**config.mk**
```make
export PLATFORM = sky130hd
export DESIGN_NAME = multi_channel_tick_timer_bank
export DESIGN_NICKNAME = d
export VERILOG_FILES = /design/src/mctt_pkg.sv /design/src/mctt_ram.sv /design/src/multi_channel_tick_timer_bank.sv
export SDC_FILE = /design/constraint.sdc
export NUM_CORES = 2
export LEC_CHECK = 0
export BUFFER_PORTS_ARGS = -buffer_cell sky130_fd_sc_hd__buf_4
export CAP_MARGIN = 20
export CELL_PAD_IN_SITES_DETAIL_PLACEMENT = 1
export CELL_PAD_IN_SITES_GLOBAL_PLACEMENT = 2
export CORE_MARGIN = 5
export CORE_UTILIZATION = 41
export DETAILED_ROUTE_END_ITERATION = 16
export GPL_ROUTABILITY_DRIVEN = 0
export PLACE_DENSITY_LB_ADDON = 0.1
export SLEW_MARGIN = 20
export SYNTH_ARGS = -nofsm -noshare
export SYNTH_HDL_FRONTEND = slang
export SYNTH_SLANG_ARGS = --single-unit
```
**constraint.sdc**
```tcl
create_clock -name clock -period 7.1 [get_ports clock]
set_input_delay 0.355 -clock clock [delete_from_list [all_inputs] [get_ports clock]]
set_output_delay 0.355 -clock clock [all_outputs]
set_load 0.05 [all_outputs]
```
**src/mctt_pkg.sv**
```systemverilog
// ---------------------------------------------------------------------------
// mctt_pkg
// Types and constants of the multi-channel tick timer bank.
// ---------------------------------------------------------------------------
`default_nettype none

package mctt_pkg;

   localparam int NumTimersDef = 32;
   localparam int TimerIdW     = 5;
   localparam int PeriodW      = 32;
   localparam int RunTimeW     = 31;
   localparam int FuncW        = 3;
   localparam int KindW        = 2;

   localparam logic [RunTimeW-1:0] RunWrap = 31'h7FFF_FFFF;

   // request function codes
   localparam logic [FuncW-1:0] FUNC_TICK  = 3'd0;
   localparam logic [FuncW-1:0] FUNC_START = 3'd1;
   localparam logic [FuncW-1:0] FUNC_STOP  = 3'd2;
   localparam logic [FuncW-1:0] FUNC_POLL  = 3'd3;
   localparam logic [FuncW-1:0] FUNC_READ  = 3'd4;

   // result kinds
   localparam logic [KindW-1:0] KIND_NONE  = 2'd0;
   localparam logic [KindW-1:0] KIND_FIRED = 2'd1;
   localparam logic [KindW-1:0] KIND_RUN   = 2'd2;

   typedef struct packed {
      logic [FuncW-1:0]    func;
      logic [TimerIdW-1:0] timer_id;
      logic [PeriodW-1:0]  period;
      logic                reload_en;
      logic                notify;
   } req_type;

   typedef struct packed {
      logic [KindW-1:0]    kind;
      logic [TimerIdW-1:0] fired_id;
      logic [RunTimeW-1:0] run_time;
      logic                last;
   } rsp_type;

   // one timer entry as stored in the memory
   typedef struct packed {
      logic [PeriodW-1:0] remaining;
      logic [PeriodW-1:0] reload_value;
      logic               expired;
      logic               periodic;
      logic               report_en;
   } entry_type;

   typedef enum logic [1:0] {
      ST_IDLE,
      ST_SWEEP,
      ST_POLL_END,
      ST_READ
   } state_type;

endpackage

`default_nettype wire

```
**src/mctt_ram.sv**
```systemverilog
// ---------------------------------------------------------------------------
// mctt_ram
// Generic simple dual-port RAM: one write port, one read port, registered read.
// ---------------------------------------------------------------------------
`default_nettype none

module mctt_ram #(
   parameter int WIDTH = 8,
   parameter int DEPTH = 32,
   parameter int AW    = (DEPTH > 1) ? $clog2(DEPTH) : 1
) (
   input  wire logic             clock,
   input  wire logic             wr_en,
   input  wire logic [AW-1:0]    wr_addr,
   input  wire logic [WIDTH-1:0] wr_data,
   input  wire logic             rd_en,
   input  wire logic [AW-1:0]    rd_addr,
   output logic      [WIDTH-1:0] rd_data
);

   logic [WIDTH-1:0] mem_ff [DEPTH];
   logic [WIDTH-1:0] rd_data_ff;

   always_ff @(posedge clock) begin
      if (wr_en) begin
         mem_ff[wr_addr] <= wr_data;
      end
      if (rd_en) begin
         rd_data_ff <= mem_ff[rd_addr];
      end
   end

   assign rd_data = rd_data_ff;

endmodule

`default_nettype wire

```
**src/multi_channel_tick_timer_bank.sv**
```systemverilog
// ---------------------------------------------------------------------------
// multi_channel_tick_timer_bank
// Bank of countdown timers on a shared tick, with one-shot and auto-reload
// modes, polled expiry reporting and a 31-bit run-time counter.
// ---------------------------------------------------------------------------
// Timer entries live in one memory with a registered read and are walked one
// entry per cycle, unless a poll stalls while rsp_ready is held low with a
// fired id waiting. Start and stop are done from idle. Tick sweeps through
// the memory. Poll sweeps through the memory, then hands its last result to
// the result register once it is free. Read run time passes through a read
// state to the result register once that register is free. A new request is
// taken only when the previous one has finished; the result register lets a
// request be taken while the last result waits.
`default_nettype none

module multi_channel_tick_timer_bank
   import mctt_pkg::*;
#(
   parameter int NUM_TIMERS = NumTimersDef
) (
   input  wire logic    clock,
   input  wire logic    reset,
   input  wire logic    req_valid,
   output logic         req_ready,
   input  wire req_type req_data,
   output logic         rsp_valid,
   input  wire logic    rsp_ready,
   output rsp_type      rsp_data
);

   localparam int AW = (NUM_TIMERS > 1) ? $clog2(NUM_TIMERS) : 1;
   localparam int EntryW = $bits(entry_type);

   state_type               state_ff, state_in;
   logic [AW-1:0]           idx_ff, idx_in;
   logic                    poll_ff, poll_in;
   logic [NUM_TIMERS-1:0]   active_ff, active_in;
   logic [RunTimeW-1:0]     total_ff, total_in;
   logic                    pend_vld_ff, pend_vld_in;
   logic [AW-1:0]           pend_id_ff, pend_id_in;
   logic                    rsp_valid_ff, rsp_valid_in;
   rsp_type                 rsp_data_ff, rsp_data_in;

   logic                    ram_wr_en;
   logic [AW-1:0]           ram_wr_addr;
   entry_type               wr_ent;
   logic                    ram_rd_en;
   logic [AW-1:0]           ram_rd_addr;
   logic [EntryW-1:0]       ram_rd_data;
   entry_type               rd_ent;

   logic                    out_free;
   logic                    id_ok;
   logic [RunTimeW-1:0]     total_inc;
   logic                    act;
   logic                    hit;
   logic                    emit;
   logic                    advance;
   logic [PeriodW-1:0]      rem_dec;

   mctt_ram #(
      .WIDTH (EntryW),
      .DEPTH (NUM_TIMERS),
      .AW    (AW)
   ) u_ram (
      .clock   (clock),
      .wr_en   (ram_wr_en),
      .wr_addr (ram_wr_addr),
      .wr_data (wr_ent),
      .rd_en   (ram_rd_en),
      .rd_addr (ram_rd_addr),
      .rd_data (ram_rd_data)
   );

   assign rd_ent    = entry_type'(ram_rd_data);
   assign out_free  = !rsp_valid_ff || rsp_ready;
   assign id_ok     = ({1'b0, req_data.timer_id} < (TimerIdW+1)'(NUM_TIMERS));
   assign total_inc = total_ff + 1'b1;
   assign rem_dec   = rd_ent.remaining - 1'b1;
   assign act       = active_ff[idx_ff];

   always_ff @(posedge clock) begin
      if (reset) begin
         state_ff     <= ST_IDLE;
         active_ff    <= '0;
         total_ff     <= '0;
         pend_vld_ff  <= 1'b0;
         rsp_valid_ff <= 1'b0;
      end else begin
         state_ff     <= state_in;
         active_ff    <= active_in;
         total_ff     <= total_in;
         pend_vld_ff  <= pend_vld_in;
         rsp_valid_ff <= rsp_valid_in;
      end
      idx_ff      <= idx_in;
      poll_ff     <= poll_in;
      pend_id_ff  <= pend_id_in;
      rsp_data_ff <= rsp_data_in;
   end

   always_comb begin
      state_in     = state_ff;
      idx_in       = idx_ff;
      poll_in      = poll_ff;
      active_in    = active_ff;
      total_in     = total_ff;
      pend_vld_in  = pend_vld_ff;
      pend_id_in   = pend_id_ff;
      rsp_valid_in = rsp_valid_ff;
      rsp_data_in  = rsp_data_ff;
      req_ready    = 1'b0;
      ram_wr_en    = 1'b0;
      ram_wr_addr  = idx_ff;
      wr_ent       = rd_ent;
      ram_rd_en    = 1'b0;
      ram_rd_addr  = idx_ff + AW'(1);
      hit          = 1'b0;
      emit         = 1'b0;
      advance      = 1'b0;

      if (rsp_valid_ff && rsp_ready) begin
         rsp_valid_in = 1'b0;
      end

      unique case (state_ff)
         ST_IDLE: begin
            req_ready = 1'b1;
            if (req_valid) begin
               unique case (req_data.func)
                  FUNC_TICK: begin
                     total_in    = (total_inc == RunWrap) ? '0 : total_inc;
                     ram_rd_en   = 1'b1;
                     ram_rd_addr = '0;
                     idx_in      = '0;
                     poll_in     = 1'b0;
                     state_in    = ST_SWEEP;
                  end
                  FUNC_START: begin
                     if (id_ok) begin
                        ram_wr_en              = 1'b1;
                        ram_wr_addr            = req_data.timer_id[AW-1:0];
                        wr_ent.remaining       = req_data.period;
                        wr_ent.reload_value    = req_data.period;
                        wr_ent.expired         = 1'b0;
                        wr_ent.periodic        = req_data.reload_en;
                        wr_ent.report_en       = req_data.notify;
                        active_in[ram_wr_addr] = 1'b1;
                     end
                  end
                  FUNC_STOP: begin
                     if (id_ok) begin
                        ram_wr_en              = 1'b1;
                        ram_wr_addr            = req_data.timer_id[AW-1:0];
                        wr_ent                 = '0;
                        active_in[ram_wr_addr] = 1'b0;
                     end
                  end
                  FUNC_POLL: begin
                     ram_rd_en   = 1'b1;
                     ram_rd_addr = '0;
                     idx_in      = '0;
                     poll_in     = 1'b1;
                     pend_vld_in = 1'b0;
                     state_in    = ST_SWEEP;
                  end
                  FUNC_READ: begin
                     state_in = ST_READ;
                  end
                  default: begin
                  end
               endcase
            end
         end

         ST_SWEEP: begin
            if (!poll_ff) begin
               // tick: count down, flag and reload on reaching zero
               advance   = 1'b1;
               ram_wr_en = act && (rd_ent.remaining != '0);
               wr_ent.remaining = rem_dec;
               if (rem_dec == '0) begin
                  wr_ent.expired = 1'b1;
                  if (rd_ent.periodic) begin
                     wr_ent.remaining = rd_ent.reload_value;
                  end
               end
            end else begin
               // poll: hold one fired id back so the final one gets last
               hit            = act && rd_ent.expired;
               emit           = hit && rd_ent.report_en;
               advance        = !(emit && pend_vld_ff && !out_free);
               ram_wr_en      = hit && advance;
               wr_ent.expired = 1'b0;
               if (advance && emit) begin
                  if (pend_vld_ff) begin
                     rsp_valid_in         = 1'b1;
                     rsp_data_in.kind     = KIND_FIRED;
                     rsp_data_in.fired_id = TimerIdW'(pend_id_ff);
                     rsp_data_in.run_time = '0;
                     rsp_data_in.last     = 1'b0;
                  end
                  pend_vld_in = 1'b1;
                  pend_id_in  = idx_ff;
               end
            end
            if (advance) begin
               if (idx_ff == AW'(NUM_TIMERS - 1)) begin
                  state_in = poll_ff ? ST_POLL_END : ST_IDLE;
               end else begin
                  idx_in    = idx_ff + AW'(1);
                  ram_rd_en = 1'b1;
               end
            end
         end

         ST_POLL_END: begin
            if (out_free) begin
               rsp_valid_in         = 1'b1;
               rsp_data_in.kind     = pend_vld_ff ? KIND_FIRED : KIND_NONE;
               rsp_data_in.fired_id = pend_vld_ff ? TimerIdW'(pend_id_ff) : '0;
               rsp_data_in.run_time = '0;
               rsp_data_in.last     = 1'b1;
               pend_vld_in          = 1'b0;
               state_in             = ST_IDLE;
            end
         end

         ST_READ: begin
            if (out_free) begin
               rsp_valid_in         = 1'b1;
               rsp_data_in.kind     = KIND_RUN;
               rsp_data_in.fired_id = '0;
               rsp_data_in.run_time = total_ff;
               rsp_data_in.last     = 1'b1;
               state_in             = ST_IDLE;
            end
         end

         default: begin
            state_in = ST_IDLE;
         end
      endcase
   end

   assign rsp_valid = rsp_valid_ff;
   assign rsp_data  = rsp_data_ff;

endmodule

`default_nettype wire

```
# == Yosys cells after proc, flatten, opt, wreduce, memory -nomap -nowiden ==
# Memory sizes are Yosys's and may differ from the RTL's. A register that Yosys moved wholly into a read port is not among the register bits.
# Index checks and enable logic that the tools add are counted.
# totals
input_bits,46
ram_bits,2144
out_inout_bits,41
elab_cells,147
mem_count,1
ff_bits,117
# memory_table
memory,depth,width,rd,rd_ports_with_merged_regs,wr,line_no,rtl
u_ram.mem_ff,32,67,1,1,1,mctt_ram.sv:21,logic [WIDTH-1:0] mem_ff [DEPTH];
# op_classes
n_addsub,3
bitwise_logic,3
muxes,70
eq_ne,22
reduce_logical,33
order_cmp,3
# ops
cell,count
$mux 39,5
$pmux 67 s2,1
$mux 32,4
$pmux 32 s2,2
$pmux 39 s3,1
$mux 67,1
$mux 5,11
$and 32x32->32,1
$logic_not 32->1,1
$not 32->32,1
$or 32x32->32,1
$reduce_bool 32->1,1
$sub 32x1->32 const B,1
$add 31x1->31 const B,1
$eq 31x31->1 const B,1
$mux 31,1
$mux 1,27
$ne 2x2->1 const B,10
$lt 5x6->1 const B,2
$mux 2,6
$reduce_and 3->1,4
$reduce_and 6->1,2
$pmux 1 s2,5
$pmux 5 s2,1
other kinds (24),43

# == Logic depth before layout (Yosys ltp) ==
# depth
depth_word,12
ltp_mapped,14
mapped_depth_nobuf,11

# == Cells and area by module ==
# From an unflattened synthesis, not the netlist that was laid out.
# hier_totals
cells_unflattened,5040
area_unflattened_um2,92217.2
# modules_own_cells
module,instances,cells_per_inst,area_per_inst_um2
mctt_ram,1,3944,83617.7
multi_channel_tick_timer_bank,1,1096,8599.5

# == Worst setup path after synthesis ==
# No wires, ideal clock.
# synth_timing
path_kind,flip-flop to flip-flop
from,register idx_ff[0]
to,register u_ram.rd_data_ff[0] (netlist: u_ram.rd_data[0]) (read register of u_ram.mem_ff) (enable)
setup_slack_ns,-0.305
t_arrival_ns,6.820
t_required_ns,6.515
path_stages_with_launch,10
n_path_buf,2
setup_time_ns,0.585
path_cell_list,edfxtp_1 -> buf_2 -> buf_2 -> mux4_2 -> mux4_2 -> mux2i_1 -> nor2b_1 -> nand2_1 -> nor2_1 -> o21ai_0
# synth_via
elab_chain_cells,11
word_cells_on_any_way,17
# synth_lines
element,line_no,rtl
start: declaration,multi_channel_tick_timer_bank.sv:35,"logic [AW-1:0] idx_ff, idx_in;"
start signal: assignment,multi_channel_tick_timer_bank.sv:96,idx_ff <= idx_in;
$bmux 1 s5,multi_channel_tick_timer_bank.sv:80,assign act = active_ff[idx_ff];
$mux 1 (implied by the code),multi_channel_tick_timer_bank.sv:80,
$logic_and 1x1->1,multi_channel_tick_timer_bank.sv:190,hit = act && rd_ent.expired;
$logic_and 1x1->1,multi_channel_tick_timer_bank.sv:191,emit = hit && rd_ent.report_en;
$logic_and 1x1->1 (2 in a row),multi_channel_tick_timer_bank.sv:192,advance = !(emit && pend_vld_ff && !out_free);
$logic_not 1->1,multi_channel_tick_timer_bank.sv:192,
$mux 1,multi_channel_tick_timer_bank.sv:177,if (!poll_ff) begin
$mux 1,multi_channel_tick_timer_bank.sv:126,unique case (state_ff)
$mux 1 (*),multi_channel_tick_timer_bank.sv:207,if (advance) begin
$pmux 1 s2 (*),multi_channel_tick_timer_bank.sv:126,
named net ram_rd_en,multi_channel_tick_timer_bank.sv:47,logic ram_rd_en;
end: declaration,mctt_ram.sv:22,logic [WIDTH-1:0] rd_data_ff;
# Mark *: on every way through the listed nets, which the timed path passes. The rest lies on a longest branch. The select of a mux whose other input is x is not followed.
# A chain may end at the register's enable or synchronous reset.

# == Worst setup path after layout ==
# layout_timing
from,register u_ram.rd_data_ff[36] (netlist: u_ram.rd_data[36]) (read register of u_ram.mem_ff)
to,memory u_ram.mem_ff[28][47] in the netlist's numbering (enable)
# layout_via
elab_chain_cells,6
# layout_lines
element,line_no,rtl
$reduce_bool 32->1,multi_channel_tick_timer_bank.sv:180,ram_wr_en = act && (rd_ent.remaining != '0);
$logic_and 1x1->1,multi_channel_tick_timer_bank.sv:180,
$mux 1,multi_channel_tick_timer_bank.sv:177,
$pmux 1 s2,multi_channel_tick_timer_bank.sv:126,
$mux 1,mctt_ram.sv:25,if (wr_en) begin
$mux 1 (implied by the code),mctt_ram.sv:26,mem_ff[wr_addr] <= wr_data;
end: declaration,mctt_ram.sv:21,
# No other way between the ends.

==> results.md <==
* CTS Buffer Depth at 4
* Final nets at 6861
* Initial antenna violation count at 5
* RSZ-0062 raised after global routing: false
* Syn Nets at 6778
* Drt wl/cell at approximately 31 um
* Combinational fraction of design power at 26.8%
* H-tree Lvls at 5
* Post-layout util at 46.9%
* Synth Area per Inst at between 10 and 15 um^2
* Initial Util at 41.1%
* Critical Path RT at between 7 and 8 ns
* Core area at between 200000 and 250000 um^2
* Finish-stage setup viols at 0
* Layout filler cell count at 22.4k
* Num rows at approximately 180
* Fmax at 160 MHz
* DIE WIDTH at 487 um
* Slowest CP cell: nor4b_2
* I/O Pins at 87
* Max FO, Critical Path at 28
* Buffers inserted by post-CTS timing repair at 0
* Count leader, synth: edfxtp_1
* Tightest Hold Check Type: in -> reg
* Max IR drop VDD at 0.231 mV
* Gr usage total at approximately 26%
* Switching Fraction at 34.1%
* Clk_lat worst skew at 0.95 ns
* Worst Setup Start Kind: flop
* Layout Cells excl Fill at 9993
* Run status: completed
* Worst slew pin tran at around 1.2 ns
* Cells along the critical path: inv_1, ha_1, or4b_4, or4b_4, or3_4, nor4b_2, o31ai_1, a21oi_2, or2_1, nor2_4, buf_4
* Residual DRC count at 0
* Most frequent cells after synthesis: edfxtp_1 (2261), nand2_1 (1241), nand3_1 (769), clkbuf_1 (408), mux2i_1 (224)
* CP peak stage delay at 0.81 ns
* Initial DRC count at approximately 5.2k
* Post-synth ARST share at 0%
* Part of the power in registers at 42.7%
* Post-CTS Hold Buffers at 21
* Largest net degree at the start of global routing at 137
* First-pass GRT wire length at 448000 um
* Inst Count DP at 9513
* Worst setup EP type: flop
* Final hold viol count at 0
* FF/Latch Area at 69200 um^2
* CTS Buf Count at 274
* Crit path top cell by count: or4b_4
* Clock skew at 0.0641 ns
* Drt first pass iters at 5
* Synth warnings at 0
* Mapped Cells at 6722
* Psw at about 0.014 W
* Vias per cell at 6.05
* Cell Area, Synth at approximately 93000 um^2
* Area contributors post-synth: edfxtp_1 (73%), nand2_1 (5.0%), nand3_1 (4.1%)
* Setup total negative slack at 0 ns
* CP arrival at 6.78 ns
* Clock Power Share at 30.5%
* Critical path type: reg -> reg
* Relative slew slack at 23.1%
* Max cap viols at 0
* Synth cell types at 83
* Yosys top cell by area: edfxtp_1
* Multi-input logic area at 22600 um^2
* Tcrit/Tclk final at between 80 and 90%
* Vias in the first global route at 61.4k
* Internal power at 0.0277 W
* Final Max Tran Viols at 0
* Detailed Route WL at 313000 um
* Antenna-violating nets left at 0
* Seq/Total Area, Yosys at between 70 and 80%
* Buffers on Ports at 86
* Flop and latch count out of synthesis at 2328
* Post-layout min period at 6.24 ns
* Grt total ovfl at 0
* Clock-pin slew on the worst setup and hold paths at 0.07 ns
* CTS tree: yes
* Clock Tree Root: clkbuf_16
* Die ar. at about 240000 um^2
* LEAKAGE at about 35 nW
* Power density cells at 396 nW/um^2
* # resized after CTS at 0
* Die Y at between 400 and 500 um
* Synthesis-to-finish area growth at 14.1%
* Share of cells above drive strength 1 at about 10%
* Area share of the largest cell type after synthesis at 72.8%
* CTS Sinks at 2328
* Number of synthesized flops with an enable pin at 2261
* Vias at 60.4k
* HPWL Detailed at between 150000 and 200000 um
* Ys flop type: edfxtp_1
-- worst max-delay path: cells and delay by family, from the launching register on --
kind            cells  cell delay, ns
fa+ha+maj           1            0.29
simple gates        6            3.50
flops               1            0.49
buf+inv             2            0.55
compound gates      2            0.87
-- sequential cells by signal (all words and copies together), names as in the netlist, named ones only --
| signal | cells |
|---|---|
| state_ff | 2 |
| total_ff | 31 |
| u_ram.rd_data | 67 |
| poll_ff | 1 |
| rsp_data | 39 |
| rsp_valid | 1 |
| pend_id_ff | 5 |
| pend_vld_ff | 1 |
| idx_ff | 5 |
| u_ram.mem_ff | 2144 |
-- layout by cell type (no fill, tap or decap), types with 40 or more instances in the layout --
| master | instances |
|---|---|
| clkbuf_1 | 86 |
| o21ai_0 | 59 |
| buf_4 | 235 |
| dfxtp_1 | 67 |
| clkbuf_16 | 279 |
| nor2_1 | 153 |
| a21o_1 | 71 |
| clkinv_1 | 49 |
| a31oi_1 | 73 |
| mux2i_1 | 223 |
| edfxtp_1 | 2261 |
| nand3_1 | 769 |
| a21oi_1 | 199 |
| o311ai_0 | 47 |
| o22ai_1 | 81 |
| and2_1 | 47 |
| o211ai_1 | 48 |
| a211oi_1 | 85 |
| nor3_1 | 94 |
| nand2_1 | 1231 |
| a311oi_1 | 155 |
| buf_12 | 40 |
| o221ai_1 | 167 |
-- per-layer routing --
metal	up-vias	wire (um)	global-route usage [%]
met2	1758	152000	43.2
li1	26100	-	-
met1	32200	138000	35.8
met4	0	7320	6.36
met5	-	0	0
met3	367	16600	3.77
-- through the flow --
stage	hold WS (ns)	total power (W)	area, um^2	setup WS (ns)
2_1_floorplan	0.421	0.0244	93300	1.24
3_3_place_gp	0.473	0.0292	98000	1.09
3_5_place_dp	0.473	0.0294	98200	1.03
4_1_cts	0.0303	0.0423	106000	1.01
5_1_grt	0.0997	0.0438	106000	0.688
6_report	0.123	0.0421	106000	0.859
-- final cells by class --
class                           instances  area share, %
Timing Repair Buffer                  302           2.74
Antenna cell                            3        0.00705
Clock inverter                         87          0.561
Tap cell                             3009           3.54
Clock buffer                          365           6.86
Sequential cell                      2328           65.0
Inverter                               17         0.0623
Multi-Input combinational cell       3882           21.2
-- power by group through the flow --
stage	Clock, W	Combinational, W	Sequential [W]
after floorplan	0	0.00609	0.0183
after global placement	0	0.0109	0.0183
after detailed placement	0	0.0112	0.0183
after CTS	0.0131	0.0112	0.0180
after global routing	0.0137	0.0120	0.0180
final	0.0129	0.0113	0.0180
-- cell families after synthesis --
group	synth area share (%)
simple gates	11.9
flops	74.2
compound gates	8.64
buf+inv	2.14
mux	2.65
xor+xnor	0.366
fa+ha+maj	0.134
-- worst paths after layout --
kind	from	endpoint	slack (ns)	cells past startpoint
worst max register to register	u_ram.rd_data[36]	u_ram.mem_ff[28][47]	0.86	11
worst min-delay path	req_data[40]	state_ff[0]	0.12	6
worst max-delay path	u_ram.rd_data[36]	u_ram.mem_ff[28][47]	0.86	11
worst min register to register	flop	flop	0.48	2
Power figures use the tool's default switching activity.
